<file path="config.mk">
export PLATFORM = sky130hd
export DESIGN_NAME = ezr_cordic_lane
export DESIGN_NICKNAME = d
export VERILOG_FILES = /design/src/ezr_pkg.sv /design/src/ezr_cordic_lane.sv
export SDC_FILE = /design/constraint.sdc
export NUM_CORES = 2
export LEC_CHECK = 0
export BUFFER_PORTS_ARGS = -buffer_cell sky130_fd_sc_hd__buf_2
export CAP_MARGIN = 30
export CORE_ASPECT_RATIO = 0.7
export CORE_UTILIZATION = 59
export CTS_CLUSTER_SIZE = 16
export DETAILED_ROUTE_END_ITERATION = 16
export GPL_ROUTABILITY_DRIVEN = 0
export GPL_TIMING_DRIVEN = 0
export HOLD_SLACK_MARGIN = 0.1
export PLACE_DENSITY = 0.81
export SETUP_SLACK_MARGIN = 0.02
export SLEW_MARGIN = 10
export SYNTH_ARGS = -nofsm -noshare
export SYNTH_HDL_FRONTEND = slang
export SYNTH_SLANG_ARGS = --single-unit
</file>
<file path="constraint.sdc">
create_clock -name clk -period 5.9 [get_ports clk]
set_input_delay 1.18 -clock clk [delete_from_list [all_inputs] [get_ports clk]]
set_output_delay 1.18 -clock clk [all_outputs]
set_load 0.1 [all_outputs]
</file>
<file path="src/ezr_pkg.sv">
`timescale 1ns / 1ps
package ezr_pkg;
	localparam int CORDIC_STAGES = 16;
	localparam int ENTRY_WIDTH = 16;
	localparam int ANGLE_WIDTH = 16;
	localparam int FRAC = 31;
	localparam int XW = 34;
	localparam int ZW = 28;
	localparam int SW = XW + 1;
	localparam int PW = 2 * XW;
	localparam int SH = 32 - ENTRY_WIDTH;
	localparam int LANE_LAT = CORDIC_STAGES + 2;
	localparam int MAT_LAT = 3;
	localparam int LAT = LANE_LAT + MAT_LAT;

	localparam logic signed [17:0] HALF_TURN = 18'sd23040;
	localparam logic signed [17:0] QUARTER_TURN = 18'sd11520;
	localparam logic signed [17:0] FULL_TURN = 18'sd46080;
	localparam logic signed [XW-1:0] GAIN = XW'(64'sd1304065748);
	localparam logic signed [PW-1:0] MUL_RND = PW'(64'sd1) <<< (FRAC - 1);
	localparam logic signed [SW-1:0] OUT_RND = SW'((64'sd1 <<< SH) >>> 1);
	localparam logic signed [SW-1:0] ENTRY_HI = SW'((64'sd1 <<< (ENTRY_WIDTH - 1)) - 1);
	localparam logic signed [SW-1:0] ENTRY_LO = -ENTRY_HI - SW'(1);

	typedef logic signed [ANGLE_WIDTH-1:0] angle_t;
	typedef logic signed [XW-1:0] sc_t;
	typedef logic signed [ZW-1:0] resid_t;
	typedef logic signed [SW-1:0] sum_t;
	typedef logic signed [ENTRY_WIDTH-1:0] entry_t;

	typedef struct packed {
		sc_t s;
		sc_t c;
	} sc_pair_t;

	function automatic resid_t atan_q16(input int i);
		logic [22:0] v;
		case (i)
			0: v = 23'd2949120;
			1: v = 23'd1740967;
			2: v = 23'd919879;
			3: v = 23'd466945;
			4: v = 23'd234379;
			5: v = 23'd117304;
			6: v = 23'd58666;
			7: v = 23'd29335;
			8: v = 23'd14668;
			9: v = 23'd7334;
			10: v = 23'd3667;
			11: v = 23'd1833;
			12: v = 23'd917;
			13: v = 23'd458;
			14: v = 23'd229;
			15: v = 23'd115;
			16: v = 23'd57;
			17: v = 23'd29;
			18: v = 23'd14;
			19: v = 23'd7;
			20: v = 23'd4;
			21: v = 23'd2;
			22: v = 23'd1;
			default: v = 23'd0;
		endcase
		return resid_t'(v);
	endfunction

	function automatic sc_t mulq(input sc_t a, input sc_t b);
		logic signed [PW-1:0] p;
		p = PW'(a) * PW'(b);
		p = (p + MUL_RND) >>> FRAC;
		return p[XW-1:0];
	endfunction

	function automatic entry_t to_entry(input sum_t v);
		sum_t t;
		t = (v + OUT_RND) >>> SH;
		if (t > ENTRY_HI)
			t = ENTRY_HI;
		if (t < ENTRY_LO)
			t = ENTRY_LO;
		return t[ENTRY_WIDTH-1:0];
	endfunction
endpackage

</file>
<file path="src/ezr_cordic_lane.sv">
`timescale 1ns / 1ps
module ezr_cordic_lane (
	input  logic              clk,
	input  logic              en,
	input  ezr_pkg::angle_t   angle,
	output ezr_pkg::sc_pair_t sc
);
	localparam int N = ezr_pkg::CORDIC_STAGES;

	logic signed [17:0] a_w;
	logic signed [17:0] a_f;
	logic               neg_f;

	ezr_pkg::sc_t    x_sk [0:N];
	ezr_pkg::sc_t    y_sk [0:N];
	ezr_pkg::resid_t z_sk [0:N];
	logic            n_sk [0:N];
	ezr_pkg::sc_pair_t sc_q;

	always_comb begin
		a_w = 18'(angle);
		if (a_w > ezr_pkg::HALF_TURN)
			a_w = a_w - ezr_pkg::FULL_TURN;
		if (a_w < -ezr_pkg::HALF_TURN)
			a_w = a_w + ezr_pkg::FULL_TURN;
		a_f = a_w;
		neg_f = 1'b0;
		if (a_w > ezr_pkg::QUARTER_TURN) begin
			a_f = a_w - ezr_pkg::HALF_TURN;
			neg_f = 1'b1;
		end else if (a_w < -ezr_pkg::QUARTER_TURN) begin
			a_f = a_w + ezr_pkg::HALF_TURN;
			neg_f = 1'b1;
		end
	end

	always_ff @(posedge clk) begin
		if (en) begin
			x_sk[0] <= ezr_pkg::GAIN;
			y_sk[0] <= '0;
			z_sk[0] <= ezr_pkg::resid_t'(a_f) <<< 9;
			n_sk[0] <= neg_f;
		end
	end

	for (genvar i = 0; i < N; i++) begin : g_stage
		always_ff @(posedge clk) begin
			if (en) begin
				n_sk[i+1] <= n_sk[i];
				if (z_sk[i] >= 0) begin
					x_sk[i+1] <= x_sk[i] - (y_sk[i] >>> i);
					y_sk[i+1] <= y_sk[i] + (x_sk[i] >>> i);
					z_sk[i+1] <= z_sk[i] - ezr_pkg::atan_q16(i);
				end else begin
					x_sk[i+1] <= x_sk[i] + (y_sk[i] >>> i);
					y_sk[i+1] <= y_sk[i] - (x_sk[i] >>> i);
					z_sk[i+1] <= z_sk[i] + ezr_pkg::atan_q16(i);
				end
			end
		end
	end

	always_ff @(posedge clk) begin
		if (en) begin
			sc_q.s <= n_sk[N] ? -y_sk[N] : y_sk[N];
			sc_q.c <= n_sk[N] ? -x_sk[N] : x_sk[N];
		end
	end

	assign sc = sc_q;
endmodule

</file>
==> reports/results.md <==
### Outcome
• **status** finished clean

### Worst setup path
• **cell-by-cell trace of the critical path** buf_16, buf_16, buf_8, nand2_2, clkbuf_4, clkbuf_8, nand2_1, xor2_1, ha_1, a2111oi_1, o21ai_0, a31o_2, a211o_1, a2111oi_4, o31ai_1, nand2b_1, a31oi_1, o21a_1, nor2_1, xnor2_1
• **slack of the worst reg-to-reg path** 130 ps
• **Critical Setup Path Class** in2reg
• **Critical Path Max Stage Delay** 540 ps
• **sort of element at the end of the critical path** flop
• **Top cell by count, worst path** sky130_fd_sc_hd__buf_16
• **FF-to-FF Start** y_sk[6][9]
• **CP Data Required Time** 6450 ps
• **Max stage delay cell, worst path** sky130_fd_sc_hd__a2111oi_1
• **CP Data Arrival Time** 6440 ps
• **Worst Setup SP** en
• **kind of start point of the critical path** input port
• **largest fanout of any net on the critical path** 27

### Die
• **Chip Width** 541 um
• **row count** 138
• **floorplan die height** 379 um
• **Total Die Area** 205,000 um2
• **placeable core region** 202,000 um2
• **I/O pin count** 86
• **starting density of the core** 59.4%

### Clock network
• **sinks on the clock net** 1,461
• **number of buffers created by CTS** 161
• **clock tree from TritonCTS** yes
• **Skew-Pair Late Insertion Delay** 850 ps
• **Max clock buf depth** 4
• **clock root buffer** sky130_fd_sc_hd__clkbuf_16
• **Clock Pin Slew Worst Setup and Hold Paths** 60 ps
• **# H-tree levels** 4

### Synth
• **Post-Syn Area per Cell** 9.72 um2
• **number of warnings printed during yosys synthesis** 0
• **Cell Area, Synth** 120,000 um2
• **Yosys top cell by area** sky130_fd_sc_hd__edfxtp_1
• **Cells after Synth** 12,300
• **count of state elements after synthesis** 1,461
• **ys async rst share** 0%
• **area share of the leading cell type in the synthesized netlist** 36.6%
• **synth top area cells** sky130_fd_sc_hd__edfxtp_1, sky130_fd_sc_hd__ha_1, sky130_fd_sc_hd__xnor2_1, sky130_fd_sc_hd__a21oi_1, sky130_fd_sc_hd__xor2_1
• **synthesized netlist net count** 13,700
• **number of enable-type register cells in the synthesized netlist** 1,461
• **leading register cell type out of synthesis** sky130_fd_sc_hd__edfxtp_1
• **sequential element share of the synthesized area** 36.6%
• **post-synthesis cell type count** 90

### Routing
• **met1 routed wirelength after detailed routing** 142,000 um
• **DRC violation count after routing** 0
• **post-detailed-route count of antenna-violating nets** 0
• **total length of routed met3 wires** 50,100 um
• **violation count after the first detailed-route iteration** 13,600
• **routed wire length** 341,000 um
• **top routing layer in use** met5
• **vias** 102,000
• **routed wire length on met2** 138,000 um
• **DR vias/cell** 6.59
• **average routed wire per standard cell** 22.1 um
• **first-pass iteration count of the detailed router** 11

### Min path
• **hold path startpoint** z_sk[0][15]
• **worst hold-check path type** reg2reg

### Final layout
• **finished layout cell area** 131,000 um2
• **Area Overhead vs Synth** 8.79%
• **area taken by multi-input logic gates** 74,100 um2
• **share of cells above drive strength 1** 5.65%
• **Reg area** 43,900 um2
• **final std cells w/o fill** 15,400
• **fill cell instance count of the final layout** 15,200
• **# nets final** 14,000

### STA
• **RSZ-0062 raised after global routing** yes
• **final hold viol count** 0
• **worst max-slew margin expressed relative to the limit** 29.6%
• **Fmax achieved** 170 MHz
• **worst setup skew after layout** 81.6 ps
• **crit path time final** 5880 ps
• **Final period util** 99.7%
• **final max-slew violation count** 0
• **slew at the pin closest to its max-slew limit** 1050 ps
• **setup-violating endpoint count in the final report** 0
• **setup TNS** 0 ps

### Global routing
• **total routing usage reported by global routing** 31.9%
• **first-pass GRT wire length** 524,000 um
• **pin count of the biggest net entering global routing** 69
• **number of antenna violations at the first check in global routing** 20
• **remaining global-route overflow** 0
• **via count of the first global-routing pass** 96,000

### Place
• **Area after DPL** 124,000 um2
• **count of input and output buffers** 85
• **placed cell count** 15,100
• **final HPWL from detailed placement** 265,000 um

### Run
• **max-capacitance violation count** 0

[cell type report]
cell class | instances | share of cell area (%)
diodes | 11 | 0.0211
plain buffers | 181 | 0.702
clock buffers | 193 | 3.23
clock inverters | 92 | 0.719
inverters | 471 | 1.37
multi-input cells | 10200 | 56.8
flip-flops and latches | 1461 | 33.6
well taps | 2660 | 2.55
repair buffers | 142 | 1.02
repair inverters | 1 | 0.00383
[cells in the mapped netlist, types with 159 or more instances]
cell	number
sky130_fd_sc_hd__nor2_1	963
sky130_fd_sc_hd__edfxtp_1	1461
sky130_fd_sc_hd__o21a_1	212
sky130_fd_sc_hd__nor3_1	358
sky130_fd_sc_hd__xor2_1	589
sky130_fd_sc_hd__inv_1	466
sky130_fd_sc_hd__o21ai_0	669
sky130_fd_sc_hd__nand2b_1	219
sky130_fd_sc_hd__nand2_1	717
sky130_fd_sc_hd__a21oi_1	1224
sky130_fd_sc_hd__o21bai_1	169
sky130_fd_sc_hd__nand3_1	203
sky130_fd_sc_hd__ha_1	1320
sky130_fd_sc_hd__a21o_1	532
sky130_fd_sc_hd__clkbuf_1	159
sky130_fd_sc_hd__xnor2_1	1272
[logic make-up after synthesis]
family,share of synthesized area (%)
AOI/OAI and AO/OA,19.4
and+or+nand+nor,13.0
xor gates and xnor gates,13.6
DFF,36.6
adders and majority gates,14.5
buffers and inverters,2.07
muxes,0.898
[worst paths after layout]
| check | endpoint | cells after the start |
|---|---|---|
| min reg2reg | z_sk[1][15] | 0 |
| max | y_sk[5][32] | 20 |
| min | z_sk[1][15] | 0 |
| max reg2reg | x_sk[7][33] | 17 |
[cell usage in the layout (no fill, tap or decap), types with 123 or more instances in the layout]
cell type                   synthesis  routed
sky130_fd_sc_hd__o21a_1           212     212
sky130_fd_sc_hd__nor3_1           358     355
sky130_fd_sc_hd__nor2b_1          154     154
sky130_fd_sc_hd__o31ai_1          127     123
sky130_fd_sc_hd__xor2_1           589     589
sky130_fd_sc_hd__o21bai_1         169     168
sky130_fd_sc_hd__nand2b_1         219     219
sky130_fd_sc_hd__nand2_1          717     705
sky130_fd_sc_hd__ha_1            1320    1320
sky130_fd_sc_hd__o21ai_0          669     643
sky130_fd_sc_hd__clkbuf_16          0     166
sky130_fd_sc_hd__edfxtp_1        1461    1461
sky130_fd_sc_hd__a21o_1           532     532
sky130_fd_sc_hd__xnor2_1         1272    1270
sky130_fd_sc_hd__nor2_1           963     963
sky130_fd_sc_hd__a21oi_1         1224    1221
sky130_fd_sc_hd__nand3_1          203     203
sky130_fd_sc_hd__inv_1            466     458
[timing repair]
item / in CTS / in global routing
setup buffers: 7 / 15
pin swaps: 2 / 6
hold buffers: 0 / 0
gates cloned: 1 / 3
resized for setup: 134 / 95
setup endpoints to repair: 798 / 149
[layer usage]
metal / vias up / track usage (%)
met1: 48300 / 44.9
met5: - / 0.331
met3: 825 / 10.6
li1: 46500 / -
met2: 6029 / 46.4
met4: 14 / 9.34
[stage by stage]
stage | hold WS (ps) | setup slack, ps | utilization [%]
finish | 416 | 17.3 | 64.6
global route | 434 | -13.6 | 64.6
CTS | 416 | 7.23 | 64.4
detailed placement | 405 | -3420 | 61.6
global placement | 400 | -5650 | 61.2
floorplan | 400 | 72.1 | -
[registers in the layout (all words and copies together) (netlist names)]
signal / cells
y_sk: 509
x_sk: 484
z_sk: 383
sc: 68
n_sk: 17
[critical path, delay by kind of cell]
family | cells | cell delay (ps)
buf+inv | 5 | 1240
compound gates | 8 | 2600
xor+xnor | 2 | 250
fa+ha+maj | 1 | 370
simple gates | 4 | 640
Power is left out: the tool's default activity adds up to more than one toggle a clock period on the data nets, which glitch-free logic cannot reach.
